## src/rtl/core/lcrt_pkg.sv

```systemverilog
// Shared types and constants of the log context registry table.
`timescale 1ns / 1ps

package lcrt_pkg;

    localparam int TAG_W    = 32;
    localparam int LEVEL_W  = 3;
    localparam int SLOT_W   = 6;
    localparam int HANDLE_W = 8;
    localparam int OP_W     = 3;

    localparam logic [LEVEL_W-1:0] DEFAULT_LEVEL_RST = 3'd4;

    typedef enum logic [OP_W-1:0] {
        OP_REGISTER   = 3'd0,
        OP_GET        = 3'd1,
        OP_SET_HANDLE = 3'd2,
        OP_SET_ALL    = 3'd3,
        OP_SET_IDS    = 3'd4,
        OP_CLEAR      = 3'd5
    } t_op;

    typedef struct packed {
        logic rd_en;
        logic id_we;
        logic lvl_we;
    } t_store_ctl;

endpackage

```

## src/rtl/core/log_context_registry_table.sv

```systemverilog
// Per op: get reads the entry on a hit and goes straight to the result on a miss; clear,
// set-by-handle and unused ops go straight to the result; register scans for the first free
// entry, set-by-ids for the first match, set-all over every entry. One item at a time: the
// next can be taken in the cycle after the result loads; a stalled result holds the next.
// Scans step one entry per cycle over the valid bits and the single-port entry memory.
// Synchronous active-low reset empties the table and sets default_level to 4.
`timescale 1ns / 1ps

module log_context_registry_table import lcrt_pkg::*; #(
    parameter int MAX_CONTEXTS = 16
) (
    input  logic                i_clk,
    input  logic                i_rst_n,
    input  logic                i_in_valid,
    output logic                o_in_ready,
    input  logic [OP_W-1:0]     i_op,
    input  logic [TAG_W-1:0]    i_app_tag,
    input  logic [TAG_W-1:0]    i_ctx_tag,
    input  logic [HANDLE_W-1:0] i_handle,
    input  logic [LEVEL_W-1:0]  i_new_level,
    output logic                o_out_valid,
    input  logic                i_out_ready,
    output logic                o_ok,
    output logic [SLOT_W-1:0]   o_slot,
    output logic [TAG_W-1:0]    o_app_out,
    output logic [TAG_W-1:0]    o_ctx_out,
    output logic [LEVEL_W-1:0]  o_level_out,
    input  logic                i_cfg_valid,
    output logic                o_cfg_ready,
    input  logic [LEVEL_W-1:0]  i_cfg_default_level
);

    localparam int IW = (MAX_CONTEXTS > 1) ? $clog2(MAX_CONTEXTS) : 1;
    localparam logic [IW-1:0] LAST_IDX = IW'(MAX_CONTEXTS - 1);

    typedef enum logic [7:0] {
        S_IDLE  = 8'b0000_0001,
        S_START = 8'b0000_0010,
        S_REG   = 8'b0000_0100,
        S_ALL   = 8'b0000_1000,
        S_IDRD  = 8'b0001_0000,
        S_IDCMP = 8'b0010_0000,
        S_GETW  = 8'b0100_0000,
        S_HOLD  = 8'b1000_0000
    } t_state;

    t_state                  r_state, n_state;
    logic [MAX_CONTEXTS-1:0] r_active, n_active;
    logic [IW-1:0]           r_idx, n_idx;
    logic [LEVEL_W-1:0]      r_default_level;

    t_op                     r_op;
    logic [TAG_W-1:0]        r_app_tag;
    logic [TAG_W-1:0]        r_ctx_tag;
    logic [HANDLE_W-1:0]     r_handle;
    logic [LEVEL_W-1:0]      r_new_level;

    logic                    r_res_ok, n_res_ok;
    logic [SLOT_W-1:0]       r_res_slot, n_res_slot;
    logic [TAG_W-1:0]        r_res_app, n_res_app;
    logic [TAG_W-1:0]        r_res_ctx, n_res_ctx;
    logic [LEVEL_W-1:0]      r_res_level, n_res_level;

    logic                    r_out_valid, n_out_valid;
    logic                    r_ok;
    logic [SLOT_W-1:0]       r_slot;
    logic [TAG_W-1:0]        r_app_out;
    logic [TAG_W-1:0]        r_ctx_out;
    logic [LEVEL_W-1:0]      r_level_out;

    t_store_ctl              s_ctl;
    logic [IW-1:0]           s_addr;
    logic [LEVEL_W-1:0]      s_lvl_wdata;
    logic [2*TAG_W-1:0]      s_id_rdata;
    logic [LEVEL_W-1:0]      s_lvl_rdata;
    logic [IW-1:0]           s_hidx;
    logic                    s_hit;
    logic                    s_in_acc;
    logic                    s_load_out;

    assign o_in_ready  = (r_state == S_IDLE);
    assign o_cfg_ready = 1'b1;
    assign s_in_acc    = i_in_valid && o_in_ready;
    assign s_hidx      = r_handle[IW-1:0];
    assign s_hit       = (r_handle < HANDLE_W'(MAX_CONTEXTS)) && r_active[s_hidx];
    assign s_load_out  = (r_state == S_HOLD) && (!r_out_valid || i_out_ready);

    lcrt_store #(
        .MAX_CONTEXTS (MAX_CONTEXTS),
        .IW           (IW)
    ) u_store (
        .i_clk       (i_clk),
        .i_ctl       (s_ctl),
        .i_addr      (s_addr),
        .i_id_wdata  ({r_app_tag, r_ctx_tag}),
        .i_lvl_wdata (s_lvl_wdata),
        .o_id_rdata  (s_id_rdata),
        .o_lvl_rdata (s_lvl_rdata)
    );

    always_comb begin
        n_state     = r_state;
        n_active    = r_active;
        n_idx       = r_idx;
        n_res_ok    = r_res_ok;
        n_res_slot  = r_res_slot;
        n_res_app   = r_res_app;
        n_res_ctx   = r_res_ctx;
        n_res_level = r_res_level;
        n_out_valid = r_out_valid;
        s_ctl       = '0;
        s_addr      = r_idx;
        s_lvl_wdata = r_new_level;

        if (r_out_valid && i_out_ready) begin
            n_out_valid = 1'b0;
        end

        case (r_state)
            S_IDLE: begin
                n_res_ok    = 1'b0;
                n_res_slot  = '0;
                n_res_app   = '0;
                n_res_ctx   = '0;
                n_res_level = '0;
                n_idx       = '0;
                if (s_in_acc) begin
                    n_state = S_START;
                end
            end
            S_START: begin
                case (r_op)
                    OP_REGISTER: n_state = S_REG;
                    OP_GET: begin
                        n_res_slot = r_handle[SLOT_W-1:0];
                        if (s_hit) begin
                            s_ctl.rd_en = 1'b1;
                            s_addr      = s_hidx;
                            n_state     = S_GETW;
                        end else begin
                            n_state = S_HOLD;
                        end
                    end
                    OP_SET_HANDLE: begin
                        n_res_slot = r_handle[SLOT_W-1:0];
                        if (s_hit) begin
                            s_ctl.lvl_we = 1'b1;
                            s_addr       = s_hidx;
                            n_res_ok     = 1'b1;
                        end
                        n_state = S_HOLD;
                    end
                    OP_SET_ALL: n_state = S_ALL;
                    OP_SET_IDS: n_state = S_IDRD;
                    OP_CLEAR: begin
                        n_active = '0;
                        n_res_ok = 1'b1;
                        n_state  = S_HOLD;
                    end
                    default: n_state = S_HOLD;
                endcase
            end
            S_REG: begin
                if (!r_active[r_idx]) begin
                    s_ctl.id_we     = 1'b1;
                    s_ctl.lvl_we    = 1'b1;
                    s_lvl_wdata     = r_default_level;
                    n_active[r_idx] = 1'b1;
                    n_res_ok        = 1'b1;
                    n_res_slot      = SLOT_W'(r_idx);
                    n_state         = S_HOLD;
                end else if (r_idx == LAST_IDX) begin
                    n_state = S_HOLD;
                end else begin
                    n_idx = r_idx + 1'b1;
                end
            end
            S_ALL: begin
                if (r_active[r_idx]) begin
                    s_ctl.lvl_we = 1'b1;
                    n_res_ok     = 1'b1;
                end
                if (r_idx == LAST_IDX) begin
                    n_state = S_HOLD;
                end else begin
                    n_idx = r_idx + 1'b1;
                end
            end
            S_IDRD: begin
                s_ctl.rd_en = 1'b1;
                n_state     = S_IDCMP;
            end
            S_IDCMP: begin
                if (r_active[r_idx] && (s_id_rdata == {r_app_tag, r_ctx_tag})) begin
                    s_ctl.lvl_we = 1'b1;
                    n_res_ok     = 1'b1;
                    n_res_slot   = SLOT_W'(r_idx);
                    n_state      = S_HOLD;
                end else if (r_idx == LAST_IDX) begin
                    n_state = S_HOLD;
                end else begin
                    // prefetch the next entry while comparing this one
                    s_ctl.rd_en = 1'b1;
                    s_addr      = r_idx + 1'b1;
                    n_idx       = r_idx + 1'b1;
                end
            end
            S_GETW: begin
                n_res_ok    = 1'b1;
                n_res_app   = s_id_rdata[2*TAG_W-1:TAG_W];
                n_res_ctx   = s_id_rdata[TAG_W-1:0];
                n_res_level = s_lvl_rdata;
                n_state     = S_HOLD;
            end
            S_HOLD: begin
                if (s_load_out) begin
                    n_out_valid = 1'b1;
                    n_state     = S_IDLE;
                end
            end
            default: n_state = S_IDLE;
        endcase
    end

    always_ff @(posedge i_clk) begin
        if (!i_rst_n) begin
            r_state         <= S_IDLE;
            r_active        <= '0;
            r_out_valid     <= 1'b0;
            r_default_level <= DEFAULT_LEVEL_RST;
        end else begin
            r_state     <= n_state;
            r_active    <= n_active;
            r_out_valid <= n_out_valid;
            if (i_cfg_valid && o_cfg_ready) begin
                r_default_level <= i_cfg_default_level;
            end
        end
    end

    always_ff @(posedge i_clk) begin
        r_idx       <= n_idx;
        r_res_ok    <= n_res_ok;
        r_res_slot  <= n_res_slot;
        r_res_app   <= n_res_app;
        r_res_ctx   <= n_res_ctx;
        r_res_level <= n_res_level;
        if (s_in_acc) begin
            r_op        <= t_op'(i_op);
            r_app_tag   <= i_app_tag;
            r_ctx_tag   <= i_ctx_tag;
            r_handle    <= i_handle;
            r_new_level <= i_new_level;
        end
        if (s_load_out) begin
            r_ok        <= r_res_ok;
            r_slot      <= r_res_slot;
            r_app_out   <= r_res_app;
            r_ctx_out   <= r_res_ctx;
            r_level_out <= r_res_level;
        end
    end

    assign o_out_valid = r_out_valid;
    assign o_ok        = r_ok;
    assign o_slot      = r_slot;
    assign o_app_out   = r_app_out;
    assign o_ctx_out   = r_ctx_out;
    assign o_level_out = r_level_out;

endmodule

```

## src/rtl/core/lcrt_store.sv

```systemverilog
// Entry storage: id memory and level memory, registered read.
`timescale 1ns / 1ps

module lcrt_store import lcrt_pkg::*; #(
    parameter int MAX_CONTEXTS = 16,
    parameter int IW           = 4
) (
    input  logic                 i_clk,
    input  t_store_ctl           i_ctl,
    input  logic [IW-1:0]        i_addr,
    input  logic [2*TAG_W-1:0]   i_id_wdata,
    input  logic [LEVEL_W-1:0]   i_lvl_wdata,
    output logic [2*TAG_W-1:0]   o_id_rdata,
    output logic [LEVEL_W-1:0]   o_lvl_rdata
);

    logic [2*TAG_W-1:0] mem_id  [MAX_CONTEXTS];
    logic [LEVEL_W-1:0] mem_lvl [MAX_CONTEXTS];

    always_ff @(posedge i_clk) begin
        if (i_ctl.id_we) begin
            mem_id[i_addr] <= i_id_wdata;
        end
        if (i_ctl.rd_en) begin
            o_id_rdata <= mem_id[i_addr];
        end
    end

    always_ff @(posedge i_clk) begin
        if (i_ctl.lvl_we) begin
            mem_lvl[i_addr] <= i_lvl_wdata;
        end
        if (i_ctl.rd_en) begin
            o_lvl_rdata <= mem_lvl[i_addr];
        end
    end

endmodule

```

## config.mk

```make
export PLATFORM = sky130hd
export DESIGN_NAME = log_context_registry_table
export DESIGN_NICKNAME = d
export VERILOG_FILES = /design/src/rtl/core/lcrt_pkg.sv /design/src/rtl/core/log_context_registry_table.sv /design/src/rtl/core/lcrt_store.sv
export SDC_FILE = /design/constraint.sdc
export NUM_CORES = 1
export LEC_CHECK = 0
export ABC_CLOCK_PERIOD_IN_PS = 8700
export BUFFER_PORTS_ARGS = -buffer_cell sky130_fd_sc_hd__clkbuf_2
export CORE_ASPECT_RATIO = 0.7
export CORE_MARGIN = 5
export CORE_UTILIZATION = 44
export CTS_CLUSTER_DIAMETER = 60
export DETAILED_ROUTE_END_ITERATION = 8
export PLACE_DENSITY_LB_ADDON = 0.1
export RECOVER_POWER = 50
export SKIP_LAST_GASP = 1
export SLEW_MARGIN = 10
export SYNTH_ARGS = -nofsm -noshare
export SYNTH_HDL_FRONTEND = slang
export SYNTH_SLANG_ARGS = --single-unit
```

## constraint.sdc

```tcl
create_clock -name i_clk -period 8.7 [get_ports i_clk]
set_clock_uncertainty 0.05 [all_clocks]
set_input_delay 1.74 -clock i_clk [delete_from_list [all_inputs] [get_ports i_clk]]
set_output_delay 1.74 -clock i_clk [all_outputs]
set_load 0.02 [all_outputs]
```

Word-level counts from Yosys, hierarchy flattened
Memory sizes are Yosys's and may differ from the RTL's. A register that Yosys moved wholly into a read port is not among the register bits. Index checks and enable logic that the tools add are counted.

Flip-flop bits (word level): 258. Memories kept: 2. Word-level logic and storage cells: 130. Input bits: 86. Memory bits (writable): 1072. Output and inout bits: 77.

Memory list: u_store.mem_id (words 16, width 64, read ports 1, clocked after memory_dff 1, write ports 1, RTL line lcrt_store.sv:17) `logic [2*TAG_W-1:0] mem_id [MAX_CONTEXTS];`; u_store.mem_lvl (words 16, width 3, read ports 1, clocked after memory_dff 1, write ports 1, RTL line lcrt_store.sv:18) `logic [LEVEL_W-1:0] mem_lvl [MAX_CONTEXTS];`.

Order comparisons: 4. $add $sub $neg: 1. Multiplexer cells: 57. Reduce and logical (&&, ||, !) cells: 20. Eq/ne operators: 25. Bitwise operators: 1.

Operator list (number): case mux 32 bit (2 select lines) (2); == test 64 bit (1); case mux 8 bit (8 select lines) (1); two-way mux 8 bit (6); two-way mux 16 bit (2); case mux 16 bit (2 select lines) (1); case mux 8 bit (4 select lines) (1); case mux 6 bit (4 select lines) (1); two-way mux 1 bit (22); two-way mux 4 bit (5); two-way mux 6 bit (3); bitwise OR 16 bit (1); case mux 4 bit (4 select lines) (1); inequality test 2 bit (second input constant) (6); < comparator 4 x 5 -> 1 bit (second input constant) (2); binary-select mux 1 bit (select 4 bit) (2); == test 8 x 1 -> 1 bit (second input constant) (1); == test 8 x 2 -> 1 bit (second input constant) (1); == test 8 x 3 -> 1 bit (second input constant) (1); == test 8 x 4 -> 1 bit (second input constant) (1); == test 8 x 5 -> 1 bit (second input constant) (1); == test 8 x 6 -> 1 bit (second input constant) (1); == test 8 x 7 -> 1 bit (second input constant) (1); == test 8 bit (second input constant) (1); 31 further kinds (43).

Logic depth before layout (Yosys ltp)
Gate-level depths: netlist of run 1.

Word-level depth: 8. Gate-level depth with buffers: 14.

Hierarchy
Synthesis of run 1 repeated with hierarchy kept, for this count alone.

Cell total of the unflattened synthesis: 2387. Area, all modules: 52315.2 sq um.

Modules (own cells, without submodules): lcrt_store (seq. area each 34202.8 sq um, instances 1, cells each 1752, area each 42218.0 sq um); log_context_registry_table (seq. area each 7467.2 sq um, instances 1, cells each 635, area each 10097.2 sq um).

Least setup slack after synthesis of run 1
No wires, ideal clock.

Path type: register to register. Start: reg r_app_tag[9]. End: mem u_store.mem_id[10][0] in the netlist's numbering, enable pin. Cell stages (with the launch flop): 13. Path slack: 2.426 ns. Required time: 8.163 ns. Period minus slack after synthesis: 6.274 ns. Arrival: 5.737 ns. Cell sequence: edfxtp_1 -> xor2_1 -> nor4_1 -> nand4_1 -> or4_4 -> o21ai_4 -> nor3_2 -> a2111oi_2 -> buf_4 -> buf_4 -> buf_2 -> nand2_1 -> nor2_1.

Longest elaborated chain between the ends: 4.

Ends and longest elaborated chain: start: declaration (RTL line log_context_registry_table.sv:53) `logic [TAG_W-1:0] r_app_tag;`; start signal: assignment (RTL line log_context_registry_table.sv:250) `r_app_tag <= i_app_tag;`; == test 64 bit (RTL line log_context_registry_table.sv:194) `if (r_active[r_idx] && (s_id_rdata == {r_app_tag, r_ctx_tag})) begin`; logical AND 1 bit (RTL line log_context_registry_table.sv:194); two-way mux 4 bit; case mux 4 bit (2 select lines) (RTL line log_context_registry_table.sv:119) `case (r_state)`; end: declaration (RTL line lcrt_store.sv:17).

Every way passes these cells.

Worst setup path after layout of run 1
Start: reg r_ctx_tag[11]. End: reg u_store.o_id_rdata[24] (read register of u_store.mem_id), data pin.

Longest elaborated chain between the ends: 4.

Ends and longest elaborated chain: start: declaration (RTL line log_context_registry_table.sv:54) `logic [TAG_W-1:0] r_ctx_tag;`; start signal: assignment (RTL line log_context_registry_table.sv:251) `r_ctx_tag <= i_ctx_tag;`; == test 64 bit * (RTL line log_context_registry_table.sv:194); logical AND 1 bit * (RTL line log_context_registry_table.sv:194); two-way mux 1 bit or two-way mux 4 bit (tied branches); case mux 1 bit (3 select lines) or case mux 4 bit (2 select lines) (tied branches) (RTL line log_context_registry_table.sv:119); end: declaration (RTL line lcrt_store.sv:13) `output logic [2*TAG_W-1:0] o_id_rdata,`.

Every way passes the cells marked *; elsewhere a longest branch is shown, timed or not. A chain may end at the register's enable or synchronous reset.

==> results.sh, run 1 <==
export IMPL_grt_total_usage_pct=22.23
export IMPL_crit_path_frequent_cell="buf_4"
export IMPL_cp_max_fo=32
export IMPL_drv_cap=4
export IMPL_cp_arrival_ns=7.26
export IMPL_seq_area_frac_synth_pct=78.79
export IMPL_cts_root_buf="clkbuf_16"
export IMPL_holdPathStages=0
export IMPL_vias=27066
export IMPL_drcViolationCount=0
export IMPL_globalplace_congestion=0.7862
export IMPL_critPathKind="flip-flop to flip-flop"
export IMPL_grt_pass1_wl_um=201300
export IMPL_grt_pass1_vias=27358
export IMPL_synth_cell_area_sq_um=52890
export IMPL_ioPinCount=163
export IMPL_peakVddDrop_mv=0.1944
export IMPL_path_clk_slew_ns=0.06
export IMPL_failed_checks="capacitance limit, slew limit"
export IMPL_ctsHoldBuffers=0
export IMPL_critPathSlowestCell="nor4_1"
export IMPL_worst_ep_required_time_ns=9.14
export IMPL_status="finished, violations left"
export IMPL_cts_tree="done"
export IMPL_die_x_um=424.4
export IMPL_die_h_um=300.1
export IMPL_min_path_type="flip-flop to flip-flop"
export IMPL_synth_largest_area_cell="edfxtp_1"
export IMPL_htree_levels=4
export IMPL_ys_warn_count=0
export IMPL_yosysUniqueCellTypes=62
export IMPL_hpwl_um=76690
export IMPL_nFillCells=9734
export IMPL_reg2reg_depth=13
export IMPL_finalHoldViolCount=0
export IMPL_drive_gt1_share_pct=11.57
export IMPL_final_min_clock_period_ns=6.827
export IMPL_synth_top_family_by_area="multiplexers"
export IMPL_avgSynthCellArea_sq_um=18.74
export IMPL_post_cts_setup_buffers=0
export IMPL_crit_start="r_ctx_tag[11]"
export IMPL_first_iter_violations=2751
export IMPL_routedWlPerCell_um=30.32
export IMPL_cp_slowest_stage_delay_ns=1.05
export IMPL_cp_top_family="simple AND/OR/NAND/NOR gates"
export IMPL_cts_sinks=1397
export IMPL_synth_top_area_share_pct=77.73
export IMPL_period_share_pct=78.47
export IMPL_startpoint_type="flip-flop"
export IMPL_yosys_top_cells_area="edfxtp_1 (78%), mux2i_1 (10%), o22ai_1 (3.2%)"
export IMPL_cp_end_kind="flip-flop"
export IMPL_vias_per_cell=5.743
export IMPL_path_depth=13
export IMPL_synthMuxAreaShare_pct=10.68
export IMPL_power_leakage_nw=21.54
export IMPL_fmax_ghz=0.1465
export IMPL_cp_num_buf_inv=3
export IMPL_synth_nets=2912
export IMPL_postRouteAntennaNets=0
export IMPL_hold_start="r_res_app[28]"
export IMPL_area_delta_synth_final_pct=13.07
export IMPL_cts_resized=0
export IMPL_ys_ff_latch=1397
export IMPL_stdcell_area_sq_um=59800
export IMPL_core_area_sq_um=119400
export IMPL_rsz0062_at_grt="no"
export IMPL_port_buffers=161
export IMPL_initial_core_util_pct=44.31
export IMPL_wl_met1_um=64340
export IMPL_synth_simple_gate_area_share_pct=3.667
export IMPL_setup_viol=0
export IMPL_cts_max_path_buffers=3
export IMPL_placed_area_sq_um=55740
export IMPL_numCtsBuffers=137
export IMPL_antenna_found_initial=5
export IMPL_yosys_most_used_dff="edfxtp_1"
export IMPL_wirelength_um=142900
export IMPL_synth_compound_area_share_pct=3.984
export IMPL_power_density_nw_per_um2=241.5
export IMPL_synthAdderAreaFrac_pct=0.09463
export IMPL_synth_edf_count=1369
export IMPL_grt_max_degree=145
export IMPL_async_flop_share_pct=0
export IMPL_tightest_slew_ns=3.899
export IMPL_nets=3133
export IMPL_synth_cells=2822
export IMPL_grt_overflow_total=0
export IMPL_fin_setup_tns_ns=0
export IMPL_die_area_sq_um=127400
export IMPL_highest_layer="met4"
export IMPL_synthXorXnorAreaFrac_pct=1.060
export IMPL_rows=106
export IMPL_clock_latency_ns=0.78
export IMPL_wl_met3_um=9078
export IMPL_reg2reg_from="r_ctx_tag[11]"
export IMPL_report_final_slew_viol_count=145
export IMPL_relSlewSlack_pct=-159.9
export IMPL_wl_met2_um=66600
export IMPL_cp_cell_sequence="xor2_1, nor4_1, nand4_1, or4_4, o21ai_4, nor3_2, a2111oi_4, buf_4, buf_4, buf_4, mux2i_1, o22ai_1, or4_1"
export IMPL_firstDrtPassIters=5
-- sequential cells by signal, indices dropped and copies added (netlist names) --
signal               count
o_level_out              3
r_op                     3
r_new_level              3
o_slot                   6
r_active                16
r_res_level              3
r_res_slot               6
r_ctx_tag               32
o_ctx_out               32
r_default_level          3
r_handle                 8
u_store.o_lvl_rdata      3
u_store.o_id_rdata      64
r_res_ok                 1
r_res_ctx               32
u_store.mem_id        1024
r_idx                    4
r_state                  8
u_store.mem_lvl         48
o_app_out               32
o_out_valid              1
r_res_app               32
o_ok                     1
r_app_tag               32
-- kinds of logic after synthesis --
group                    count (synthesis)
flip-flops                            1397
multiplexers                           554
AND/OR/NAND/NOR                        331
AO/OA/AOI/OAI                          327
buffers and inverters                  144
XOR/XNOR                                64
adder cells (fa/ha/maj)                  4
other                                    1
-- routing by layer --
layer	GRT usage [%]	vias up
li1	-	11796
met4	5.808	0
met1	32.15	14144
met3	4.352	182
met2	34.85	944
met5	0	-
-- through the flow --
step | hold WS (ns) | power (W) | utilization, % | cells | setup WS, ns
CTS | 0.3633 | 0.01457 | 50.23 | 4712 | 2.042
floorplan | 0.3503 | 0.008544 | - | 2822 | 2.426
global route | 0.3752 | 0.01493 | 50.10 | 4712 | 1.705
global placement | 0.3533 | 0.008886 | 46.69 | 4470 | 1.732
detailed placement | 0.3545 | 0.008911 | 46.70 | 4470 | 2.047
finish | 0.3632 | 0.01444 | 50.10 | 4713 | 1.873
-- layout by cell type, fill, tap and decap left out, types with 5 or more instances in the layout --
cell,netlist,final
o22ai_1,269,269
mux2i_1,542,542
and2_1,74,19
buf_4,43,27
nor2b_1,11,11
clkbuf_16,0,138
edfxtp_1,1369,1369
nand2b_1,6,6
xor2_1,64,64
inv_1,7,7
o21ai_0,8,8
bufinv_16,0,7
a21oi_1,11,11
nand4_1,4,5
clkbuf_1,31,123
nor2_4,0,16
clkbuf_2,0,81
nor2_1,72,56
nand2_1,36,32
buf_12,0,25
inv_6,0,8
clkinv_2,0,17
mux4_2,8,8
dfxtp_1,28,28
nand2_4,0,8
a31oi_1,15,15
and2_0,0,55
nor4_1,20,20
or4_1,67,67
clkinv_1,0,25
-- worst paths after layout --
check	end	slack (ns)
setup reg to reg	u_store.o_id_rdata[24]	1.87
setup / recovery	u_store.o_id_rdata[24]	1.87
hold / removal	o_app_out[28]	0.36
hold reg to reg	o_app_out[28]	0.36
-- final cells by class --
class | instances | area, sq um | share of cell area [%]
inverters | 7 | 26.28 | 0.04394
diodes | 1 | 2.502 | 0.004184
clock buffers | 176 | 3606 | 6.030
flip-flops and latches | 1397 | 41670 | 69.68
well taps | 1566 | 1959 | 3.276
repair buffers | 219 | 1431 | 2.393
multi-input cells | 1281 | 10500 | 17.55
clock inverters | 66 | 611.8 | 1.023
-- power by group --
part           internal, W  switching [W]
clock network      0.00316        0.00252
logic             0.000395       0.000649
registers          0.00757       0.000148
-- cell usage after synthesis, types with 6 or more instances --
cell type     n
edfxtp_1   1369
mux2i_1     542
o22ai_1     269
and2_1       74
nor2_1       72
or4_1        67
xor2_1       64
buf_4        43
buf_2        40
nand2_1      36
clkbuf_1     31
dfxtp_1      28
buf_6        21
nor4_1       20
a31oi_1      15
a21oi_1      11
nor2b_1      11
mux4_2        8
o21ai_0       8
inv_1         7
nand2b_1      6
No activity file was read; power rests on OpenSTA's default activity.
==> run 2, diff against run 1 <==
--- a/config.mk
+++ b/config.mk
@@ -5,7 +5,7 @@
 export SDC_FILE = /design/constraint.sdc
 export NUM_CORES = 1
 export LEC_CHECK = 0
-export ABC_CLOCK_PERIOD_IN_PS = 8700
+export ABC_CLOCK_PERIOD_IN_PS = 7050
 export BUFFER_PORTS_ARGS = -buffer_cell sky130_fd_sc_hd__clkbuf_2
 export CORE_ASPECT_RATIO = 0.7
 export CORE_MARGIN = 5
==> constraint.sdc (replaced) <==
create_clock -name i_clk -period 7.05 [get_ports i_clk]
set_clock_uncertainty 0.05 [all_clocks]
set_input_delay 1.41 -clock i_clk [delete_from_list [all_inputs] [get_ports i_clk]]
set_output_delay 1.41 -clock i_clk [all_outputs]
set_load 0.02 [all_outputs]
==> results.sh, run 2 (synthesis gave the netlist of run 1 again) <==
export IMPL_finalHoldViolCount=0
export IMPL_tightest_slew_ns=2.973
export IMPL_fmax_ghz=0.1612
export IMPL_grt_pass1_vias=27294
export IMPL_first_iter_violations=2514
export IMPL_mostFrequentLayoutCell="edfxtp_1"
export IMPL_relSlewSlack_pct=-98.19
export IMPL_cp_slowest_stage_delay_ns=1.05
export IMPL_top_regs="u_store.mem_id (1024), u_store.o_id_rdata (64), u_store.mem_lvl (48)"
export IMPL_hpwl_um=73460
export IMPL_post_cts_setup_buffers=0
export IMPL_hold_start="r_res_ctx[24]"
export IMPL_r2r_end="u_store.mem_id[9][1]"
export IMPL_reg2reg_depth=10
export IMPL_initial_core_util_pct=44.31
export IMPL_cts_sinks=1397
export IMPL_port_buffers=161
export IMPL_numCtsBuffers=137
export IMPL_die_x_um=424.4
export IMPL_grt_pass1_wl_um=198900
export IMPL_vias_per_cell=5.742
export IMPL_peakVddDrop_mv=0.2310
export IMPL_routedWlPerCell_um=29.71
export IMPL_setup_viol=0
export IMPL_die_area_sq_um=127400
export IMPL_nets=3151
export IMPL_top_register="u_store.mem_id"
export IMPL_status="finished, violations left"
export IMPL_cp_top_family="simple AND/OR/NAND/NOR gates"
export IMPL_path_clk_slew_ns=0.07
export IMPL_stdcell_area_sq_um=60220
export IMPL_cts_root_buf="clkbuf_16"
export IMPL_reg2reg_from="r_app_tag[21]"
export IMPL_period_share_pct=87.98
export IMPL_failed_checks="capacitance limit, slew limit"
export IMPL_worst_ep_required_time_ns=7.37
export IMPL_drive_gt1_share_pct=11.42
export IMPL_fin_setup_tns_ns=0
export IMPL_cts_tree="done"
export IMPL_ctsHoldBuffers=0
export IMPL_grt_overflow_total=0
export IMPL_rsz0062_at_grt="no"
export IMPL_drcViolationCount=0
export IMPL_final_cell_mix="edfxtp_1 (1369), mux2i_1 (542), o22ai_1 (269), clkbuf_1 (149), clkbuf_16 (144)"
export IMPL_critPathKind="flip-flop to flip-flop"
export IMPL_globalplace_congestion=0.7894
export IMPL_crit_path_frequent_cell="nor4_1"
export IMPL_wirelength_um=140700
export IMPL_power_density_nw_per_um2=300.2
export IMPL_min_path_type="flip-flop to flip-flop"
export IMPL_firstDrtPassIters=5
export IMPL_antenna_found_initial=2
export IMPL_cp_arrival_ns=6.53
export IMPL_cts_max_path_buffers=3
export IMPL_cp_cell_sequence="xor2_1, nor4_1, nand4_1, nor4_1, a2111oi_1, a211oi_2, and2_4, nand2_1, nor2_4, buf_12"
export IMPL_core_area_sq_um=119400
export IMPL_holdPathStages=0
export IMPL_cp_end_kind="flip-flop"
export IMPL_cts_resized=0
export IMPL_power_leakage_nw=21.65
export IMPL_rrSetupSlack_ns=0.85
export IMPL_critPathSlowestCell="nor4_1"
export IMPL_postRouteAntennaNets=0
export IMPL_area_delta_synth_final_pct=13.85
export IMPL_report_final_slew_viol_count=152
export IMPL_hold_end="o_ctx_out[24]"
export IMPL_grt_max_degree=116
export IMPL_placed_area_sq_um=56000
export IMPL_grt_total_usage_pct=21.84
export IMPL_clock_latency_ns=0.76
export IMPL_ioPinCount=163
export IMPL_startpoint_type="flip-flop"
export IMPL_die_h_um=300.1
export IMPL_drv_cap=5
export IMPL_vias=27188
export IMPL_cp_max_fo=50
export IMPL_largest_reg_flops=1024
export IMPL_cp_num_buf_inv=1
export IMPL_htree_levels=4
export IMPL_rows=106
export IMPL_total_power_w=0.01807
export IMPL_final_min_clock_period_ns=6.203
export IMPL_n_antenna_cell=0
## run 2: worst max-delay path by stage
stage,start,slack [ns],cells after the start,to
floorplan,r_app_tag[9],0.78,12,u_store.mem_id[10][0]
global placement,r_app_tag[21],0.78,10,u_store.mem_id[9][13]
detailed placement,r_app_tag[21],0.72,10,u_store.mem_id[1][21]
CTS,r_app_tag[21],0.71,10,u_store.mem_id[1][14]
global route,r_app_tag[21],0.63,10,u_store.mem_id[9][61]
finish,r_app_tag[21],0.85,10,u_store.mem_id[9][1]
## run 2: power by group
part | leakage (nW) | switching, W | internal [W]
clock network | 2.15 | 0.00309 | 0.00416
logic | 6.79 | 0.000814 | 0.000507
registers | 12.7 | 0.000172 | 0.00934
total | 21.7 | 0.00407 | 0.0140
## run 2: metal layers
layer  vias up  GRT usage, %  share of wire (%)
li1      11828             -                  -
met1     14275         31.58                 45
met2       902         35.18                 47
met3       183         2.977                5.3
met4         0         5.857                2.0
met5         -             0                  0
## run 2: stage by stage
stage | worst slack (ns) | cells | utilization (%) | hold WS [ns]
4_1_cts | 0.7081 | 4735 | 50.60 | 0.3569
5_1_grt | 0.6294 | 4735 | 50.45 | 0.3692
3_5_place_dp | 0.7202 | 4488 | 46.92 | 0.3545
6_report | 0.8474 | 4735 | 50.45 | 0.3623
2_1_floorplan | 0.7765 | 2822 | - | 0.3503
3_3_place_gp | 0.7754 | 4488 | 46.92 | 0.3526
## run 2: cell type report
cell class	count	area, sq um
clock inverters	70	660.6
fillers	9728	59150
repair buffers	237	1625
inverters	7	26.28
flip-flops and latches	1397	41670
multi-input cells	1281	10540
well taps	1566	1959
clock buffers	177	3737
## run 2: worst register-to-register path, delay by kind of cell (launching register included)
kind | cells | cell delay [ns]
and+or+nand+nor | 6 | 3.60
AOI/OAI and AO/OA | 2 | 0.69
DFF | 1 | 0.66
buffers and inverters | 1 | 0.48
xor gates and xnor gates | 1 | 0.31
